===== src/spq_pkg.sv =====
// shared types and constants of the sorted priority queue
package spq_pkg;

  localparam int DATA_W   = 8;
  localparam int PRIO_W   = 16;
  localparam int STATUS_W = 2;
  localparam int OCC_W    = 5;

  localparam logic CMD_ENQUEUE = 1'b0;
  localparam logic CMD_DEQUEUE = 1'b1;

  localparam logic [STATUS_W-1:0] ST_DONE  = 2'd0;
  localparam logic [STATUS_W-1:0] ST_EMPTY = 2'd1;
  localparam logic [STATUS_W-1:0] ST_FULL  = 2'd2;

  // what one cell shows its neighbors
  typedef struct packed {
    logic                     valid;
    logic                     stay;
    logic [DATA_W-1:0]        data;
    logic signed [PRIO_W-1:0] prio;
  } cell_link_t;

  // operation broadcast to every cell
  typedef struct packed {
    logic                     enq;
    logic                     deq;
    logic [DATA_W-1:0]        data;
    logic signed [PRIO_W-1:0] prio;
  } cell_ctrl_t;

endpackage


===== src/spq_in_if.sv =====
// input channel of the sorted priority queue
interface spq_in_if;
  import spq_pkg::*;

  logic                     valid;
  logic                     ready;
  logic                     command;
  logic [DATA_W-1:0]        item_data;
  logic signed [PRIO_W-1:0] item_priority;

  modport source (output valid, output command, output item_data, output item_priority,
                  input ready);
  modport sink   (input valid, input command, input item_data, input item_priority,
                  output ready);
endinterface


===== src/spq_out_if.sv =====
// result channel of the sorted priority queue
interface spq_out_if;
  import spq_pkg::*;

  logic                  valid;
  logic                  ready;
  logic [DATA_W-1:0]     result_data;
  logic [STATUS_W-1:0]   status;
  logic [OCC_W-1:0]      occupancy;

  modport source (output valid, output result_data, output status, output occupancy,
                  input ready);
  modport sink   (input valid, input result_data, input status, input occupancy,
                  output ready);
endinterface


===== src/sorted_priority_queue.sv =====
// sorted priority queue top level: chain of slot cells and result register
// Bounded priority queue of CAPACITY entries held in sorted order in a row of
// slot cells. Every transaction on the input channel yields exactly one result
// transaction. An enqueue places the byte behind all held entries of equal or
// lower priority value, so the lowest value is served first and ties leave in
// arrival order; a dequeue returns the front byte. Dequeue on an empty queue
// reports status 1, enqueue on a full queue is dropped with status 2. For
// each item, all cells compare the new priority in parallel and
// shift one slot in the same edge, and a result register parts the two
// channels, so a new transaction is taken every cycle while the result side
// keeps up. Occupancy reports the low 5 bits of the entry count. Reset clears
// the valid mark of every cell at once; there is no clearing pass.
module sorted_priority_queue #(
  parameter int CAPACITY = 16
) (
  input  logic    clk,
  input  logic    rst_n,
  spq_in_if.sink  in_chan,
  spq_out_if.source out_chan
);
  import spq_pkg::*;

  localparam int CNT_W = $clog2(CAPACITY + 1);

  cell_link_t links [CAPACITY];
  cell_link_t left_of [CAPACITY];
  cell_link_t right_of [CAPACITY];
  cell_ctrl_t ctrl;

  logic accept;
  logic full, empty;
  logic is_deq;

  logic [CNT_W-1:0]   count_r, count_nxt;
  logic               out_valid_r;
  logic [DATA_W-1:0]  result_data_r, result_data_nxt;
  logic [STATUS_W-1:0] status_r, status_nxt;
  logic [OCC_W-1:0]   occ_r;
  logic [CNT_W+OCC_W-1:0] count_wide;

  // take a transaction whenever the result register is free or draining
  assign in_chan.ready = !out_valid_r || out_chan.ready;
  assign accept        = in_chan.valid && in_chan.ready;
  assign is_deq        = (in_chan.command == CMD_DEQUEUE);

  // the valid marks are a solid run from slot 0
  assign full  = links[CAPACITY-1].valid;
  assign empty = !links[0].valid;

  assign ctrl.enq  = accept && !is_deq && !full;
  assign ctrl.deq  = accept && is_deq && !empty;
  assign ctrl.data = in_chan.item_data;
  assign ctrl.prio = in_chan.item_priority;

  // neighbor wiring: head sees an always-staying filled slot, tail an empty one
  genvar g;
  generate
    for (g = 0; g < CAPACITY; g++) begin : g_cell
      if (g == 0) begin : g_head
        assign left_of[g] = '{valid: 1'b1, stay: 1'b1, data: '0, prio: '0};
      end else begin : g_mid_l
        assign left_of[g] = links[g-1];
      end
      if (g == CAPACITY - 1) begin : g_tail
        assign right_of[g] = '{valid: 1'b0, stay: 1'b0, data: '0, prio: '0};
      end else begin : g_mid_r
        assign right_of[g] = links[g+1];
      end

      spq_cell u_cell (
        .clk        (clk),
        .rst_n      (rst_n),
        .ctrl       (ctrl),
        .left_link  (left_of[g]),
        .right_link (right_of[g]),
        .own_link   (links[g])
      );
    end
  endgenerate

  // entry count follows the successful operations
  always_comb begin
    count_nxt = count_r;
    if (ctrl.enq) begin
      count_nxt = count_r + CNT_W'(1);
    end else if (ctrl.deq) begin
      count_nxt = count_r - CNT_W'(1);
    end
  end

  // result of the transaction being taken
  always_comb begin
    result_data_nxt = '0;
    status_nxt      = ST_DONE;
    if (is_deq) begin
      if (empty) begin
        status_nxt = ST_EMPTY;
      end else begin
        result_data_nxt = links[0].data;
      end
    end else if (full) begin
      status_nxt = ST_FULL;
    end
  end

  // low bits of the count after this item
  assign count_wide = {{OCC_W{1'b0}}, count_nxt};

  always_ff @(posedge clk) begin
    if (!rst_n) begin
      count_r     <= '0;
      out_valid_r <= 1'b0;
    end else begin
      count_r <= count_nxt;
      if (accept) begin
        out_valid_r <= 1'b1;
      end else if (out_chan.ready) begin
        out_valid_r <= 1'b0;
      end
    end
  end

  always_ff @(posedge clk) begin
    if (accept) begin
      result_data_r <= result_data_nxt;
      status_r      <= status_nxt;
      occ_r         <= count_wide[OCC_W-1:0];
    end
  end

  assign out_chan.valid       = out_valid_r;
  assign out_chan.result_data = result_data_r;
  assign out_chan.status      = status_r;
  assign out_chan.occupancy   = occ_r;

endmodule


===== src/spq_cell.sv =====
// one slot of the sorted queue chain
module spq_cell (
  input  logic              clk,
  input  logic              rst_n,
  input  spq_pkg::cell_ctrl_t ctrl,
  input  spq_pkg::cell_link_t left_link,
  input  spq_pkg::cell_link_t right_link,
  output spq_pkg::cell_link_t own_link
);
  import spq_pkg::*;

  logic                     valid_r, valid_nxt;
  logic [DATA_W-1:0]        data_r, data_nxt;
  logic signed [PRIO_W-1:0] prio_r, prio_nxt;
  logic                     stay;

  // entry keeps its slot when it is served no later than the new item
  assign stay = valid_r && (prio_r <= ctrl.prio);

  always_comb begin
    valid_nxt = valid_r;
    data_nxt  = data_r;
    prio_nxt  = prio_r;
    if (ctrl.enq) begin
      valid_nxt = valid_r | left_link.valid;
      if (!stay) begin
        if (left_link.stay) begin
          data_nxt = ctrl.data;
          prio_nxt = ctrl.prio;
        end else begin
          data_nxt = left_link.data;
          prio_nxt = left_link.prio;
        end
      end
    end else if (ctrl.deq) begin
      valid_nxt = right_link.valid;
      data_nxt  = right_link.data;
      prio_nxt  = right_link.prio;
    end
  end

  always_ff @(posedge clk) begin
    if (!rst_n) begin
      valid_r <= 1'b0;
    end else begin
      valid_r <= valid_nxt;
    end
  end

  always_ff @(posedge clk) begin
    data_r <= data_nxt;
    prio_r <= prio_nxt;
  end

  assign own_link = '{valid: valid_r, stay: stay, data: data_r, prio: prio_r};

endmodule


===== src/flat_wrapper.sv =====
// flat-port wrapper written by rule: the top's interface ports become plain ports
module sorted_priority_queue_flat import spq_pkg::*;
#(
  parameter int CAPACITY = 16
)
  (clk, rst_n, in_chan_valid, in_chan_command, in_chan_item_data, in_chan_item_priority, in_chan_ready, out_chan_valid, out_chan_result_data, out_chan_status, out_chan_occupancy, out_chan_ready);
  spq_in_if in_chan_i ();
  spq_out_if out_chan_i ();
  input  logic clk;
  input  logic rst_n;
  input wire logic [$bits(in_chan_i.valid)-1:0] in_chan_valid;
  input wire logic [$bits(in_chan_i.command)-1:0] in_chan_command;
  input wire logic [$bits(in_chan_i.item_data)-1:0] in_chan_item_data;
  input wire logic [$bits(in_chan_i.item_priority)-1:0] in_chan_item_priority;
  output wire logic [$bits(in_chan_i.ready)-1:0] in_chan_ready;
  output wire logic [$bits(out_chan_i.valid)-1:0] out_chan_valid;
  output wire logic [$bits(out_chan_i.result_data)-1:0] out_chan_result_data;
  output wire logic [$bits(out_chan_i.status)-1:0] out_chan_status;
  output wire logic [$bits(out_chan_i.occupancy)-1:0] out_chan_occupancy;
  input wire logic [$bits(out_chan_i.ready)-1:0] out_chan_ready;
  assign in_chan_i.valid = in_chan_valid;
  assign in_chan_i.command = in_chan_command;
  assign in_chan_i.item_data = in_chan_item_data;
  assign in_chan_i.item_priority = in_chan_item_priority;
  assign in_chan_ready = in_chan_i.ready;
  assign out_chan_valid = out_chan_i.valid;
  assign out_chan_result_data = out_chan_i.result_data;
  assign out_chan_status = out_chan_i.status;
  assign out_chan_occupancy = out_chan_i.occupancy;
  assign out_chan_i.ready = out_chan_ready;
  sorted_priority_queue #(.CAPACITY(CAPACITY)) u_core (.clk(clk), .rst_n(rst_n), .in_chan(in_chan_i), .out_chan(out_chan_i));
endmodule

===== config.mk =====
export PLATFORM = sky130hd
export DESIGN_NAME = sorted_priority_queue_flat
export DESIGN_NICKNAME = d
export VERILOG_FILES = /design/src/spq_pkg.sv /design/src/spq_in_if.sv /design/src/spq_out_if.sv /design/src/sorted_priority_queue.sv /design/src/spq_cell.sv /design/src/flat_wrapper.sv
export SDC_FILE = /design/constraint.sdc
export NUM_CORES = 1
export LEC_CHECK = 0
export BUFFER_PORTS_ARGS = -buffer_cell sky130_fd_sc_hd__buf_2
export CORE_MARGIN = 2
export CORE_UTILIZATION = 45
export CTS_CLUSTER_SIZE = 40
export DETAILED_ROUTE_END_ITERATION = 6
export PLACE_DENSITY = 0.62
export SYNTH_ARGS = -nofsm -noshare
export SYNTH_HDL_FRONTEND = slang
export SYNTH_SLANG_ARGS = --single-unit

===== constraint.sdc =====
create_clock -name clk -period 6.9 [get_ports clk]
set_input_delay 1.035 -clock clk [delete_from_list [all_inputs] [get_ports clk]]
set_output_delay 1.035 -clock clk [all_outputs]
set_load 0.01 [all_outputs]

==> reports/metrics.yaml, run 1 <==
drt:
  wirelength_um: 112100
  dr_wl_met2_um: 45620
  routed-wl-met3_um: 13310
  wl_per_cell_um: 28.93
  drc_errors: 0
  firstDrtPassIters: 5
  wl_met1_um: 45980
  first_iter_violations: 3911
  vias: 26760
  ant_nets: 0
  via_per_inst: 6.906
  top_layer: "met4"
cts:
  cts_buffer_depth: 3
  insertion_delay_ns: 0.63
  cts_tree: "yes"
  cts-root-buf: "clkbuf_16"
  cts_setup_buffers: 0
  cts_hold_buf: 0
  cts_sinks: 421
  cts_resized: 0
  numCtsBuffers: 50
  path_clk_slew_ns: 0.06
  htreeDepth: 2
floorplan:
  coreArea_um2: 65630
  io_pins: 46
  initial_core_util_pct: 45.39
  die-height_um: 261.3
  row_count: 94
  die_w_um: 261.3
  die_area_um2: 68270
sta:
  clock-skew-final_ns: 0.04111
  clock.fmax_ghz: 0.2142
  tightest_slew_ns: 1.264
  relSlewSlack_pct: 15.69
  layout_min_cycle_time_ns: 4.669
  slew_violations: 0
  rsz0062_at_grt: "no"
  finalSetupViolations: 0
  finalCritPeriodShare_pct: 67.67
  tns_ns: 0
  hold_viol: 0
setup_path:
  reg2reg_depth: 6
  crit_path_start_kind: "input pin"
  worst-path-max-fanout: 26
  r2r_start: "u_core.out_chan.valid"
  cp.arrival_ns: 4.91
  reg2reg_to: "u_core.g_cell[2].u_cell.prio_r[9]"
  worstSetupEndpointType: "flip-flop"
  reg2reg_slack_ns: 2.82
  crit_required_ns: 7.14
  crit_type: "input pin to flip-flop"
pwr:
  p_total_uw: 7493
  leakage_uw: 0.01185
  power_density_nw_per_um2: 233.2
  ir_drop_mv: 0.1877
worst_hold_path:
  hp-class: "flip-flop to flip-flop"
  whs_path_depth: 2
  whs_endpoint: "u_core.out_chan.valid"
  hp-start: "u_core.out_chan.valid"
logic_synthesis:
  synth_flop_cell: "edfxtp_1"
  synth.distinct_cells: 69
  ys_seq_area_share_pct: 41.70
  synth_cells: 3085
  syn_area_um2: 29790
  syn-num-nets: 3356
  ys_async_sr_fraction_pct: 0
  synth-edff-count: 399
  ys_seq_elements: 421
  syn_avg_cell_area_um2: 9.656
  yosys_warnings: 0
final_layout:
  final_common_cell: "edfxtp_1"
  final_layout_size_suffix_gt1_share_pct: 8.602
  antenna_cells: 0
  fin_nets: 3240
  layout.cells.non_filler: 3875
  syn_to_final_growth_pct: 7.872
  layout_common_cells: "edfxtp_1 (399), a21oi_1 (330), ha_1 (242)"
grt:
  grt_usage_pct: 32.32
  overflow: 0
  grt_pass1_wl_um: 164900
  first_global_vias: 24650
  antenna_found_initial: 0
  grt_max_degree: 189
placement:
  place_hpwl_um: 74570
  dp_cells: 3781
  place.gp.congestion: 1.010
  numPortBuffers: 45
flow_run:
  cap_violations: 0
run_status:
  status: "completed"
[per-layer routing]
metal,vias up,GRT usage (%)
met2,1790,45.27
met1,13000,46.28
met4,0,18.13
li1,11710,-
met5,-,0
met3,259,6.630
[metrics by stage]
stage                     instance area [um^2]  utilization (%)  hold WS [ns]  worst slack [ns]
after global placement                   30470            46.43        0.4942             1.785
after CTS                                32120            48.94        0.5203             2.343
final                                    32130            48.96        0.5230             2.231
after floorplan                          29790                -        0.4663             1.532
after global routing                     32130            48.96        0.5586             2.060
after detailed placement                 30470            46.43        0.5097             1.694
[how the worst max path moves through the flow]
stage	end	slack (ns)	start	cells past startpoint
5_1_grt	u_core.g_cell[5].u_cell.prio_r[1]	2.06	in_chan_item_priority[8]	11
3_3_place_gp	u_core.g_cell[5].u_cell.prio_r[6]	1.79	in_chan_item_priority[8]	11
3_5_place_dp	u_core.g_cell[5].u_cell.prio_r[13]	1.69	in_chan_item_priority[8]	11
2_1_floorplan	u_core.g_cell[3].u_cell.data_r[0]	1.53	in_chan_item_priority[15]	11
6_report	u_core.g_cell[5].u_cell.prio_r[1]	2.23	in_chan_item_priority[8]	11
4_1_cts	u_core.g_cell[5].u_cell.prio_r[1]	2.34	in_chan_item_priority[8]	11
[kinds of logic after synthesis]
kind of cell | synth area share (%)
adder cells (fa/ha/maj) | 10.17
buffers and inverters | 5.847
XOR/XNOR | 0.1176
AND/OR/NAND/NOR | 16.01
flip-flops | 41.70
AO/OA/AOI/OAI | 20.30
multiplexers | 5.864
[registers in the layout, indices dropped and copies added, names as in the netlist]
name,flops
u_core.count_r,5
u_core.g_cell.u_cell.data_r,128
u_core.g_cell.u_cell.prio_r,256
u_core.g_cell.u_cell.valid_r,16
u_core.out_chan.occupancy,5
u_core.out_chan.result_data,8
u_core.out_chan.status,2
u_core.out_chan.valid,1
[area by class of cell]
type,count,area (um^2)
Fill cell,6051,33500
Inverter,74,277.8
Clock inverter,23,231.5
Sequential cell,421,12430
Timing Repair Buffer,139,955.9
Tap cell,864,1081
Multi-Input combinational cell,2283,15740
Clock buffer,71,1420
[synth_stat cells, types with 9 or more instances]
master	n	area [um^2]
or4_1	27	202.7
a211oi_1	82	615.6
edfxtp_1	399	11980
and4_1	9	78.83
buf_2	38	190.2
nor2_1	225	844.6
inv_1	74	277.8
and3_1	13	81.33
nor2b_1	25	156.4
nand4_1	138	863.3
o21a_1	18	135.1
nor3_1	37	185.2
o211ai_1	9	67.56
buf_6	12	135.1
o21ai_1	41	205.2
o21ai_0	155	775.7
nor4_1	9	56.30
nand2_1	193	724.4
nand3_1	140	700.7
dfxtp_1	22	440.4
buf_1	13	48.80
clkbuf_8	10	137.6
a21oi_1	330	1652
ha_1	242	3028
o31ai_1	14	105.1
clkbuf_1	227	852.1
o2111ai_1	97	849.6
a311oi_1	52	455.4
mux2i_1	170	1702
nor3b_1	93	698.2
a221oi_1	20	175.2
a21o_1	51	382.9
[worst max-delay path, cell delays in order]
cell and delay, ns:
buf_2 0.45, inv_1 0.35, buf_4 0.32, ha_1 0.32, nand3_1 0.12, nor3_1 0.06
a221o_1 0.35, nor4_1 0.47, nor3b_4 0.08, buf_4 0.29, o21ai_2 1.01
[power by group]
part / switching, uW / total (uW) / internal, uW / leakage, uW
Sequential: 277 / 3360 / 3080 / 0.00396
Combinational: 932 / 1400 / 471 / 0.00708
Clock: 1150 / 2740 / 1580 / 0.000819
Total: 2360 / 7490 / 5130 / 0.0119
Power figures use the tool's default switching activity.
==> run 2: changes to the inputs <==
--- a/config.mk
+++ b/config.mk
@@ -10,7 +10,7 @@
 export CORE_UTILIZATION = 45
 export CTS_CLUSTER_SIZE = 40
 export DETAILED_ROUTE_END_ITERATION = 6
-export PLACE_DENSITY = 0.62
+export PLACE_DENSITY = 0.65
 export SYNTH_ARGS = -nofsm -noshare
 export SYNTH_HDL_FRONTEND = slang
 export SYNTH_SLANG_ARGS = --single-unit
==> constraint.sdc (replaced) <==
create_clock -name clk -period 4.24 [get_ports clk]
set_input_delay 0.636 -clock clk [delete_from_list [all_inputs] [get_ports clk]]
set_output_delay 0.636 -clock clk [all_outputs]
set_load 0.01 [all_outputs]
==> run 2 against run 1 <==
Via count is 0.74% lower. Register-to-register slack worse by 2.0 ns. Setup slack worse by 1.4 ns. Core utilization is 0.73 points higher. Clock skew is 0.017 ns lower. Combinational power is 66% higher. Routed wire length is 3.1% lower. Largest cell class unchanged. Highest routed layer unchanged.
==> reports/metrics.yaml, run 2 (synthesized netlist as in run 1, its figures left out) <==
floorplan:
  die-height_um: 261.3  # unchanged
  initial_core_util_pct: 45.39  # unchanged
  die_w_um: 261.3  # unchanged
  die_area_um2: 68270  # unchanged
  io_pins: 46  # unchanged
  coreArea_um2: 65630  # unchanged
  row_count: 94  # unchanged
cts:
  insertion_delay_ns: 0.61  # -0.02 ns
  cts_tree: "yes"
  cts_hold_buf: 0  # unchanged
  cts_sinks: 421  # unchanged
  cts-root-buf: "clkbuf_16"
  cts_buffer_depth: 3  # unchanged
  cts_resized: 0  # unchanged
  path_clk_slew_ns: 0.07  # about the same
  htreeDepth: 2  # unchanged
  cts_setup_buffers: 0  # unchanged
  numCtsBuffers: 50  # unchanged
setup_path:
  reg2reg_to: "u_core.g_cell[3].u_cell.data_r[0]"
  crit_required_ns: 4.56  # -2.58 ns
  crit_type: "flip-flop to flip-flop"
  slowest_stage: "o21ai_2"
  r2r_start: "u_core.g_cell[3].u_cell.prio_r[15]"
  cp_cell_sequence: "ha_1 > nand3_1 > or4_1 > a21oi_2 > o311a_2 > nor3b_4 > o21ai_2 > buf_4"
  reg2reg_depth: 8  # +2
  cp_top_family: "compound AO/OA/AOI/OAI gates"
  critPathBufInv: 1  # -3
  worst-path-max-fanout: 19  # -27%
  cp.arrival_ns: 3.72  # -1.19 ns
  crit_path_start_kind: "flip-flop"
  worstSetupEndpointType: "flip-flop"
  max_stage_delay_ns: 0.82  # -0.19 ns
  reg2reg_slack_ns: 0.83  # -1.99 ns
final_layout:
  fin_nets: 3286  # +1.4%
  final_common_cell: "edfxtp_1"
  syn_to_final_growth_pct: 9.485
  largest_reg_flops: 256  # unchanged
  final_layout_size_suffix_gt1_share_pct: 9.948  # +1.3 points
  final_core_util_pct: 49.69  # +0.73 points
  reg_top3: "u_core.g_cell.u_cell.prio_r: 256 flops, u_core.g_cell.u_cell.data_r: 128 flops, u_core.g_cell.u_cell.valid_r: 16 flops"
  layout_common_cells: "edfxtp_1 (399), a21oi_1 (330), ha_1 (242)"
  antenna_cells: 0  # unchanged
  largest-register: "u_core.g_cell.u_cell.prio_r"
pwr:
  internal_power_uw: 8459  # +65%
  ir_drop_mv: 0.2942  # +57%
  clock_power_share_pct: 36.8  # +0.3 points
  sw_frac_of_total_pct: 31.09  # -0.45 points
  power_density_nw_per_um2: 376.4  # +61%
  leakage_uw: 0.01212  # +2.3%
  seqPwrFrac_pct: 44.3  # -0.5 points
  combPwrFrac_pct: 18.9  # +0.2 points
  power.switching_uw: 3817  # +61%
drt:
  wirelength_um: 108600  # -3.1%
  firstDrtPassIters: 5  # unchanged
  wl_per_cell_um: 27.71  # -4.2%
  vias: 26570  # -0.74%
  ant_nets: 0  # unchanged
  first_iter_violations: 3387  # -13%
  via_per_inst: 6.777  # -1.9%
  drc_errors: 0  # unchanged
sta:
  finalCritPeriodShare_pct: 80.33
  tns_ns: 0  # unchanged
  relSlewSlack_pct: 19.07  # +3.4 points
  hold_viol: 0  # unchanged
  slew_violations: 0  # unchanged
  tightest_slew_ns: 1.214  # -0.05059 ns
  rsz0062_at_grt: "no"
  clock.fmax_ghz: 0.2936
  layout_min_cycle_time_ns: 3.406
  clock-skew-final_ns: 0.02428  # -0.01682 ns
  finalSetupViolations: 0  # unchanged
grt:
  grt_pass1_wl_um: 159900  # -3.0%
  antenna_found_initial: 2  # +2
  grt_max_degree: 199  # +5.3%
  first_global_vias: 24630  # -0.097%
  grt_usage_pct: 31.09  # -1.2 points
  overflow: 0  # unchanged
run_status:
  status: "completed"
placement:
  place.gp.congestion: 0.9835  # -2.6%
  place_hpwl_um: 73490  # -1.5%
  numPortBuffers: 45  # unchanged
flow_run:
  cap_violations: 0  # unchanged
worst_hold_path:
  whs_path_depth: 3  # +1
  whs_endpoint: "u_core.out_chan.valid"
  hp-class: "input pin to flip-flop"
  hp-start: "in_chan_valid"
-- run 2: changes by cell type in the layout (fill, tap and decap cells not counted), moves of 2 or more --
cell,delta
buf_12,+10
buf_4,+36
dfxtp_2,+2
dfxtp_1,-2
clkinv_2,-3
clkinv_1,+3
-- run 2: area by class of cell --
cell class	count	area [um^2]
repair buffers	185	1426
inverters	74	277.8
clock inverters	23	242.7
multi-input cells	2283	15730
well taps	864	1081
clock buffers	70	1428
fillers	5981	33020
flip-flops and latches	421	12430
-- run 2: worst max-delay path by stage --
stage          slack (ns)                               start  depth (start not counted)                            endpoint
2_1_floorplan        0.09            in_chan_item_priority[2]                         11  u_core.g_cell[13].u_cell.data_r[0]
3_3_place_gp         0.40            in_chan_item_priority[8]                         10   u_core.g_cell[3].u_cell.data_r[0]
3_5_place_dp         0.34            in_chan_item_priority[8]                         10   u_core.g_cell[6].u_cell.data_r[7]
4_1_cts              0.89  u_core.g_cell[3].u_cell.prio_r[15]                          8   u_core.g_cell[3].u_cell.data_r[4]
5_1_grt              0.68  u_core.g_cell[3].u_cell.prio_r[15]                          8   u_core.g_cell[3].u_cell.data_r[4]
6_report             0.83  u_core.g_cell[3].u_cell.prio_r[15]                          8   u_core.g_cell[3].u_cell.data_r[0]
-- run 2: routing by layer --
layer	global-route usage (%)	wire length [um]	part of all wire (%)	up-vias
met2	42.06	43110	40	1651
met5	0	0	0	-
met3	6.552	12840	12	212
met4	16.51	6363	5.9	0
met1	46.06	46300	43	12890
li1	-	-	-	11810
-- run 2: power groups by stage --
| stage | sequential, uW | clock, uW | combinational [uW] |
|---|---|---|---|
| final | 5430 | 4520 | 2320 |
| after global routing | 5440 | 4690 | 2540 |
| after detailed placement | 5480 | 0 | 2260 |
| after floorplan | 5250 | 0 | 1590 |
| after global placement | 5470 | 0 | 2170 |
| after CTS | 5400 | 4540 | 2270 |
-- run 2: worst reg2reg max path, delay by kind of cell, from the launching register on --
| kind | cells | cell delay (ns) |
|---|---|---|
| compound gates | 3 | 1.16 |
| simple gates | 3 | 0.78 |
| fa+ha+maj | 1 | 0.39 |
| buf+inv | 1 | 0.30 |
| flops | 1 | 0.49 |
-- run 2: through the flow --
stage / worst slack [ns] / hold slack (ns) / total power (uW) / cell area [um^2] / cells
final: 0.8339 / 0.3143 / 12280 / 32610 / 3920
after global routing: 0.6820 / 0.3166 / 12660 / 32610 / 3920
after CTS: 0.8871 / 0.2931 / 12210 / 32610 / 3920
after detailed placement: 0.3376 / 0.5309 / 7744 / 30940 / 3827
after global placement: 0.3990 / 0.4884 / 7650 / 30940 / 3827
after floorplan: 0.08956 / 0.4663 / 6843 / 29800 / 3085
